[config.mk]
export PLATFORM = sky130hd
export DESIGN_NAME = substring_search_case_fold
export DESIGN_NICKNAME = d
export VERILOG_FILES = /design/src/ssf_pkg.sv /design/src/ssf_cell.sv /design/src/ssf_tracker.sv /design/src/substring_search_case_fold.sv
export SDC_FILE = /design/constraint.sdc
export NUM_CORES = 1
export LEC_CHECK = 0
export ABC_AREA = 1
export BUFFER_PORTS_ARGS = -buffer_cell sky130_fd_sc_hd__buf_2
export CAP_MARGIN = 20
export CORE_MARGIN = 1
export CORE_UTILIZATION = 50
export CTS_CLUSTER_SIZE = 20
export DETAILED_ROUTE_END_ITERATION = 8
export PLACE_DENSITY_LB_ADDON = 0.15
export SLEW_MARGIN = 20
export SYNTH_ARGS = -nofsm -noshare
export SYNTH_HDL_FRONTEND = slang
export SYNTH_SLANG_ARGS = --single-unit
[constraint.sdc]
create_clock -name clk -period 6.1 [get_ports clk]
set_input_delay 1.83 -clock clk [delete_from_list [all_inputs] [get_ports clk]]
set_output_delay 1.83 -clock clk [all_outputs]
set_load 0.005 [all_outputs]
[src/ssf_pkg.sv]
`timescale 1ns / 1ps
// Shared types, constants and the case-folding function for the substring search block.
// Used by every module under src; depends on nothing else.
package ssf_pkg;

	localparam int NEEDLE_MAX_DEF    = 32;
	localparam int POSITION_BITS_DEF = 32;

	localparam int CHAR_W      = 8;
	localparam int NIDX_W      = 5;
	localparam int OFFSET_W    = 32;
	localparam int CFG_INDEX_W = 1;
	localparam int CFG_DATA_W  = 6;
	localparam int S_TDATA_W   = 16;
	localparam int M_TDATA_W   = 32;

	localparam logic [CHAR_W-1:0] LOWER_A   = 8'd97;
	localparam logic [CHAR_W-1:0] LOWER_Z   = 8'd122;
	localparam logic [CHAR_W-1:0] CASE_DIFF = 8'h20;

	typedef enum logic [CFG_INDEX_W-1:0] {
		REG_NEEDLE_LENGTH = 1'b0,
		REG_CASE_FOLD     = 1'b1
	} cfg_reg_t;

	typedef enum logic {
		CMD_LOAD     = 1'b0,
		CMD_HAYSTACK = 1'b1
	} cmd_t;

	// Broadcast to every cell of the row.
	typedef struct packed {
		logic              hay_en;
		logic              clear;
		logic              fold;
		logic [CHAR_W-1:0] ch;
	} cell_ctrl_t;

	typedef struct packed {
		logic                found;
		logic [OFFSET_W-1:0] offset;
	} result_t;

	function automatic logic [CHAR_W-1:0] fold_char(input logic [CHAR_W-1:0] c,
			input logic fold);
		if (fold && c >= LOWER_A && c <= LOWER_Z) begin
			return c - CASE_DIFF;
		end
		return c;
	endfunction

endpackage

[src/ssf_cell.sv]
`timescale 1ns / 1ps
// One cell of the matching row: holds one needle byte and one prefix-match bit.
// Depends on ssf_pkg.
module ssf_cell
	import ssf_pkg::*;
(
	input  logic              clk,
	input  logic              arst_n,
	input  cell_ctrl_t        ctrl,
	input  logic              load_en,
	input  logic              prev_bit,
	output logic              bit_next,
	output logic              bit_q
);

	logic [CHAR_W-1:0] needle_q;

	// The prefix ending here extends the one held by the left-hand neighbour.
	assign bit_next = prev_bit &&
		(fold_char(ctrl.ch, ctrl.fold) == fold_char(needle_q, ctrl.fold));

	always_ff @(posedge clk) begin
		if (load_en) begin
			needle_q <= ctrl.ch;
		end
	end

	always_ff @(posedge clk or negedge arst_n) begin
		if (!arst_n) begin
			bit_q <= 1'b0;
		end else if (ctrl.hay_en) begin
			bit_q <= ctrl.clear ? 1'b0 : bit_next;
		end
	end

endmodule

[src/ssf_tracker.sv]
`timescale 1ns / 1ps
// Byte position counter and first-match bookkeeping for the substring search.
// Depends on ssf_pkg.
module ssf_tracker
	import ssf_pkg::*;
#(
	parameter int NEEDLE_MAX    = NEEDLE_MAX_DEF,
	parameter int POSITION_BITS = POSITION_BITS_DEF,
	localparam int LEN_W        = $clog2(NEEDLE_MAX + 1)
) (
	input  logic             clk,
	input  logic             arst_n,
	input  logic             hay_en,
	input  logic             last,
	input  logic             hit,
	input  logic [LEN_W-1:0] len_m1,
	output result_t          result
);

	logic [POSITION_BITS-1:0] pos_q;
	logic [POSITION_BITS-1:0] first_q;
	logic                     seen_q;
	logic [POSITION_BITS-1:0] len_m1_p;
	logic [POSITION_BITS-1:0] start_pos;

	assign len_m1_p  = POSITION_BITS'(len_m1);
	assign start_pos = (pos_q >= len_m1_p) ? pos_q - len_m1_p : '0;

	always_comb begin
		result.found  = seen_q || hit;
		result.offset = '0;
		if (seen_q) begin
			result.offset = OFFSET_W'(first_q);
		end else if (hit) begin
			result.offset = OFFSET_W'(start_pos);
		end
	end

	always_ff @(posedge clk or negedge arst_n) begin
		if (!arst_n) begin
			pos_q   <= '0;
			seen_q  <= 1'b0;
			first_q <= '0;
		end else if (hay_en) begin
			if (last) begin
				pos_q   <= '0;
				seen_q  <= 1'b0;
				first_q <= '0;
			end else begin
				// The counter sticks at its all-ones value.
				if (pos_q != '1) begin
					pos_q <= pos_q + 1'b1;
				end
				if (hit && !seen_q) begin
					seen_q  <= 1'b1;
					first_q <= start_pos;
				end
			end
		end
	end

endmodule

[src/substring_search_case_fold.sv]
`timescale 1ns / 1ps
// Top level of the streaming substring search with optional ASCII case folding.
// Depends on ssf_pkg, ssf_cell and ssf_tracker.
//
// Usage: write needle_length (index 0) and case_fold (index 1) on the cfg channel
// while the block is idle; cfg_ready is always high. Load the needle with slave
// requests whose tuser is 0, one byte per request at its index. Then stream the
// haystack with tuser 1, one byte per request, and mark the final byte with tlast.
// That final request produces one master request: tuser is found, tdata is the
// offset of the earliest match start (zero when not found).
// Throughput is one byte per cycle unless a held result stalls on the master side:
// every cell of the row compares its needle byte with the broadcast haystack byte
// and passes its prefix bit on. The result appears on the master side in the cycle
// after the last byte is taken. A single output register parts the sides; s_tready
// drops only while a result is held and the master side stalls. Reset clears the
// match row, the position counter, the output valid flag and both configuration
// registers; the held result data and the needle bytes hold no reset value, and the
// needle must be loaded before use.
module substring_search_case_fold
	import ssf_pkg::*;
#(
	parameter int NEEDLE_MAX    = NEEDLE_MAX_DEF,
	parameter int POSITION_BITS = POSITION_BITS_DEF
) (
	input  logic                   clk,
	input  logic                   arst_n,
	input  logic                   s_tvalid,
	output logic                   s_tready,
	input  logic [S_TDATA_W-1:0]   s_tdata,  // char_value[7:0], needle_index[12:8], zero fill
	input  logic                   s_tuser,  // cmd
	input  logic                   s_tlast,  // is_last
	output logic                   m_tvalid,
	input  logic                   m_tready,
	output logic [M_TDATA_W-1:0]   m_tdata,  // match_offset[31:0]
	output logic                   m_tuser,  // found
	input  logic                   cfg_valid,
	output logic                   cfg_ready,
	input  logic [CFG_INDEX_W-1:0] cfg_index,
	input  logic [CFG_DATA_W-1:0]  cfg_data
);

	localparam int LEN_W = $clog2(NEEDLE_MAX + 1);
	localparam int SEL_W = (NEEDLE_MAX > 1) ? $clog2(NEEDLE_MAX) : 1;

	logic [CFG_DATA_W-1:0] needle_length_q;
	logic                  case_fold_q;
	logic                  m_tvalid_q;
	result_t               result_q;

	logic                  s_acc;
	logic                  hay_acc;
	logic                  load_acc;
	logic [NIDX_W-1:0]     nidx;
	cell_ctrl_t            ctrl;
	logic [NEEDLE_MAX-1:0] bits_q;
	logic [NEEDLE_MAX-1:0] bits_next;
	logic [LEN_W-1:0]      len;
	logic [LEN_W-1:0]      len_m1;
	logic                  hit;
	result_t               result;

	assign cfg_ready = 1'b1;
	assign s_tready  = !m_tvalid_q || m_tready;
	assign s_acc     = s_tvalid && s_tready;
	assign hay_acc   = s_acc && (s_tuser == CMD_HAYSTACK);
	assign load_acc  = s_acc && (s_tuser == CMD_LOAD);
	assign nidx      = s_tdata[CHAR_W +: NIDX_W];

	assign ctrl.hay_en = hay_acc;
	assign ctrl.clear  = s_tlast;
	assign ctrl.fold   = case_fold_q;
	assign ctrl.ch     = s_tdata[CHAR_W-1:0];

	always_ff @(posedge clk or negedge arst_n) begin
		if (!arst_n) begin
			needle_length_q <= '0;
			case_fold_q     <= 1'b0;
		end else if (cfg_valid && cfg_ready) begin
			unique case (cfg_reg_t'(cfg_index))
				REG_NEEDLE_LENGTH: needle_length_q <= cfg_data;
				REG_CASE_FOLD:     case_fold_q     <= cfg_data[0];
			endcase
		end
	end

	// Lengths beyond the row saturate to its size.
	always_comb begin
		if (int'(needle_length_q) > NEEDLE_MAX) begin
			len = LEN_W'(NEEDLE_MAX);
		end else begin
			len = LEN_W'(needle_length_q);
		end
	end

	assign len_m1 = len - 1'b1;
	assign hit    = (len != '0) && bits_next[len_m1[SEL_W-1:0]];

	genvar k;
	generate
		for (k = 0; k < NEEDLE_MAX; k++) begin : g_cell
			logic prev_bit;
			if (k == 0) begin : g_head
				assign prev_bit = 1'b1;
			end else begin : g_body
				assign prev_bit = bits_q[k-1];
			end
			ssf_cell u_cell (
				.clk      (clk),
				.arst_n   (arst_n),
				.ctrl     (ctrl),
				.load_en  (load_acc && (int'(nidx) == k)),
				.prev_bit (prev_bit),
				.bit_next (bits_next[k]),
				.bit_q    (bits_q[k])
			);
		end
	endgenerate

	ssf_tracker #(
		.NEEDLE_MAX    (NEEDLE_MAX),
		.POSITION_BITS (POSITION_BITS)
	) u_tracker (
		.clk    (clk),
		.arst_n (arst_n),
		.hay_en (hay_acc),
		.last   (s_tlast),
		.hit    (hit),
		.len_m1 (len_m1),
		.result (result)
	);

	always_ff @(posedge clk or negedge arst_n) begin
		if (!arst_n) begin
			m_tvalid_q <= 1'b0;
		end else if (hay_acc && s_tlast) begin
			m_tvalid_q <= 1'b1;
		end else if (m_tready) begin
			m_tvalid_q <= 1'b0;
		end
	end

	always_ff @(posedge clk) begin
		if (hay_acc && s_tlast) begin
			result_q <= result;
		end
	end

	assign m_tvalid = m_tvalid_q;
	assign m_tuser  = result_q.found;
	assign m_tdata  = result_q.offset;

	a_result_from_last: assert property (@(posedge clk) disable iff (!arst_n)
		$rose(m_tvalid) |-> $past(s_tvalid && s_tready && s_tuser && s_tlast))
		else $error("result request without a final haystack byte");

	a_offset_zero_when_absent: assert property (@(posedge clk) disable iff (!arst_n)
		(m_tvalid && !m_tuser) |-> (m_tdata == '0))
		else $error("non-zero offset reported for a missing needle");

	a_row_cleared_after_last: assert property (@(posedge clk) disable iff (!arst_n)
		(hay_acc && s_tlast) |=> (bits_q == '0))
		else $error("match row not cleared after the final haystack byte");

	a_stall_blocks_input: assert property (@(posedge clk) disable iff (!arst_n)
		(m_tvalid && !m_tready) |-> !s_tready)
		else $error("input taken while a stalled result occupies the output");

endmodule

[After elaboration in Yosys (flattened, before gate mapping)]
Index checks and enable logic that the tools add are counted.
Storage, ports and cells
  register bits after elaboration: 393
  output and inout bits: 36
Cells by class
  add/sub/neg operators: 36
  order comparisons: 69
  equality and inequality tests: 64
  mux-type cells: 144
  bitwise operators: 2
  reductions and logical operators: 148
Operator list (number)
  $mux W8: 66
  $ge A8 B7 Y1 const B: 33
  $le A8 B7 Y1 const B: 33
  $sub A8 B6 Y8 const B: 33
  $eq A8 B8 Y1: 32
  $mux W32: 7
  $logic_and A1 B1 Y1: 135
  $eq A5 B5 Y1 const B: 16
  $mux W1: 69
  $eq A5 B4 Y1 const B: 8
  $add A32 B1 Y32 const B: 1
  $ge A32 B6 Y1: 1
  $ne A32 B32 Y1 const B: 1
  $sub A32 B6 Y32: 1
  $eq A5 B3 Y1 const B: 4
  $eq A5 B2 Y1 const B: 2
  $reduce_and A2 Y1: 4
  $gt A6 B6 Y1 const B: 1
  $lt A5 B6 Y1 const B: 1
  $mux W6: 1
  $reduce_bool A2 Y1: 3
  $reduce_bool A6 Y1: 1
  $sub A6 B1 Y6 const B: 1
  $bmux W1 S5: 1
  5 further kinds: 8

[Depth between registers and ports, before layout]
  depth in word-level cells: 13
  gate-level depth with buffers: 24

[By module]
Synthesis repeated with hierarchy kept, for this count alone.
Unflattened totals
  cells, all modules: 4594
  area total of the unflattened synthesis: 30972.2 sq um
Modules (own cells, without submodules)
  ssf_cell: times used 32, cells each 110, area each 730.7 sq um, seq. area each 265.3 sq um
  ssf_tracker: times used 1, cells each 840, area each 5393.9 sq um, seq. area each 1626.6 sq um
  substring_search_case_fold: times used 1, cells each 234, area each 2195.9 sq um, seq. area each 1191.1 sq um

[Least setup slack after synthesis]
Ideal clock, no wire load.
  kind: input -> register
  start: in s_tlast
  end: reg u_tracker.pos_q[14]
  setup time: 137 ps
  arrival time: 4542 ps
  data required time: 5963 ps
  setup slack: 1421 ps
  stages: 7
  path buffers: 2
  path through: clkbuf_1 inv_1 nor2_1 inv_1 clkbuf_1 o21ai_0 a22oi_1
On the way
  longest elaborated chain between the ends: 2
  elaborated cells between the ends (all ways): 3
  classes of those cells: mux (1); reduce/logical (2)
Ends and longest elaborated chain
  start: declaration: RTL line substring_search_case_fold.sv:31  | input logic s_tlast,
  $reduce_bool A2 Y1 (no line)
  $reduce_and A2 Y1 (no line)
  end signal: assignment: RTL line ssf_tracker.sv:52  | pos_q <= pos_q + 1'b1;
  end: declaration: RTL line ssf_tracker.sv:20  | logic [POSITION_BITS-1:0] pos_q;
Parallel ways exist; a longest one is shown, timed or not.
A chain may end at the register's enable or synchronous reset.

==> flow_summary.toml <==
[clock_network]
h-tree-depth = 2
cts.sinks = 393
cts_tree = "built"
clockBufferDepth = 3
post_cts_buffers = 0
clk_transition_reported_paths_ns = 0.06
cts-buffers-inserted = 44
clk_root_buffer_cell = "clkbuf_16"
worst_skew_pair.late_latency_ns = 0.59
hold_buffers = 0
cts_resized = 0

[synth]
synthArstFlopShare_pct = 26.5
syn_area_um2 = 22800
synthCells = 2851
dominantRegCellSynth = "edfxtp_1"
syn_area_per_cell_um2 = 7.99
synth_top_area_cell = "edfxtp_1"
synthTopCellsByArea = "edfxtp_1, nand2_1, dfrtp_1, nand3_1, nor2_1"
yosys-top-cells-count = "nand2_1, nor2_1, inv_1"
ys_seq_area_share_pct = 49.6
ys_seq_elements = 393
syn_nets = 2924
synth_edf_count = 289
synth_top_area_share_pct = 38.1
ys_warn_count = 0
yosysUniqueCellTypes = 50
synth.most_common_cell = "nand2_1"

[critical_path]
worstPathRequired_ns = 6.45
worst-path-max-fanout = 21
arrival_ns = 5.40
start_kind = "flip-flop"
worst_setup_path_end_kind = "flip-flop"
critPathKind = "reg2reg"
setup.worst_path.start = "needle_length_q[0]"
r2r_start = "needle_length_q[0]"

[floorplanning]
chipWidth_um = 215
core.rowCount = 77
core_um2 = 44600
ios = 66
fp.dieArea_um2 = 46400
start_util_pct = 51.0
die_y_um = 215

[pwr]
power.leakage_uw = 0.0114
p_total_uw = 7010
ir_worst_vdd_v = 0.000239
p_per_area_nw_per_um2 = 278

[sta]
relSlewSlack_pct = 34.2
fmax_mhz = 198
period_needed_ns = 5.06
whs_ns = 0.484
slew_viol_final = 0
rsz0062_at_grt = "no"
period_share_pct = 82.9
hold_violations = 0
skew_ns = 0.0334
tightest_slew_ns = 0.984
setup_violations = 0
fin_setup_tns_ns = 0

[drt]
vias = 19777
drt_drc_violations_left = 0
detail-route-antenna-nets = 0
wire_per_inst_um = 18.2
vias_per_cell = 5.60
dr.pass1.iters = 6
dr.first_iter.drc_count = 2152
wl_um = 64200

[global_route]
gr-usage-all-layers_pct = 28.0
grt_max_degree = 69
grt-ovfl-total = 0
grt_pass1_wl_um = 101000
grt_pass1_vias = 18853
antenna_found_initial = 0

[placed_design]
globalplace.congestion = 0.913
dp.final_hpwl_um = 43300
place_area_um2 = 23700
io_buffer_count = 61

[final_layout]
area_growth_pct = 10.8
design_area_um2 = 25200
drive_above_1_share_pct = 7.17
final_nets = 2979
fin_util_pct = 56.5
antenna_cells = 0

[run]
drv_cap = 0

[hold_path]
min-delay-start = "g_cell[19].u_cell.bit_q"
holdCritPathClass = "reg2reg"

[outcome]
status = "complete, no violations"
worst max-delay path, stage by stage, from the launching register on:
cell     delay (ns)
dfrtp_1        0.39
inv_1          0.10
nand2_1        0.07
o41ai_2        0.27
nand2_1        0.19
nand3_1        0.14
xor2_1         0.62
ha_1           0.41
a21oi_1        0.14
o21ai_0        0.18
nand3_1        0.12
nand2_1        0.13
nor2_1         0.15
inv_1          0.11
nor2_1         0.10
inv_1          0.05
nor2_1         0.29
nand3_1        0.11
inv_1          0.11
nand2_1        0.24
inv_1          0.56
a21oi_1        0.18
nand2_1        0.11
nand2_1        0.05
path summary, 6_finish.rpt:
kind	to	slack, ns	cells past startpoint
max reg2reg	m_tdata[24]	1.04	23
max	m_tdata[24]	1.04	23
max in group asynchronous	g_cell[29].u_cell.bit_q	3.94	2
min in group asynchronous	u_tracker.first_q[24]	1.21	1
min reg2reg	g_cell[19].u_cell.bit_q	0.48	2
min	g_cell[19].u_cell.bit_q	0.48	2
layout make-up:
type	count	area, um^2
Inverter	352	1320
Timing Repair Buffer	111	766
Multi-Input combinational cell	2004	9680
Fill cell	4000	19400
Clock buffer	61	1240
Sequential cell	393	11300
Tap cell	592	741
Clock inverter	21	190
registers in the layout (all words and copies together), names as in the netlist:
name,flops
case_fold_q,1
m_tuser,1
g_cell.u_cell.bit_q,31
m_tdata,32
g_cell.u_cell.needle_q,256
needle_length_q,6
u_tracker.seen_q,1
m_tvalid,1
u_tracker.pos_q,32
u_tracker.first_q,32
stage by stage:
| step | instances | setup WS (ns) |
|---|---|---|
| 3_3_place_gp | 3450 | 0.704 |
| 3_5_place_dp | 3450 | 0.657 |
| 2_1_floorplan | 2851 | 1.42 |
| 4_1_cts | 3532 | 1.02 |
| 5_1_grt | 3534 | 0.441 |
| 6_report | 3534 | 1.04 |
metal layers:
metal	vias to the layer above	GRT usage (%)	share of wire (%)
li1	9530	-	-
met1	9348	38.1	43
met2	743	45.6	46
met3	156	3.55	7.2
met4	0	11.2	3.6
met5	-	0	0
power breakdown:
group / internal (uW) / switching [uW]
clock: 1550 / 1080
combinational: 375 / 881
sequential: 3040 / 85.4
cells by family after synthesis:
kind of cell | share of synthesized area, %
AOI/OAI and AO/OA | 7.15
xor gates and xnor gates | 3.08
adders and majority gates | 2.40
buffers and inverters | 7.97
DFF | 49.6
muxes | 0.148
other | 0.0165
and+or+nand+nor | 29.7
layout by cell type, fill, tap and decap left out, drive strengths merged, types with 24 or more instances in the layout:
| master | Yosys | routed |
|---|---|---|
| nor2 | 367 | 367 |
| clkbuf | 56 | 61 |
| ha | 42 | 42 |
| nor3 | 33 | 33 |
| edfxtp | 289 | 289 |
| o22ai | 24 | 24 |
| xor2 | 66 | 66 |
| inv | 350 | 349 |
| buf | 46 | 111 |
| dfrtp | 104 | 104 |
| nand4 | 80 | 80 |
| a21oi | 81 | 81 |
| nand3 | 286 | 286 |
| o21ai | 118 | 118 |
| nand2 | 789 | 789 |
No activity file was read; power rests on OpenSTA's default activity.
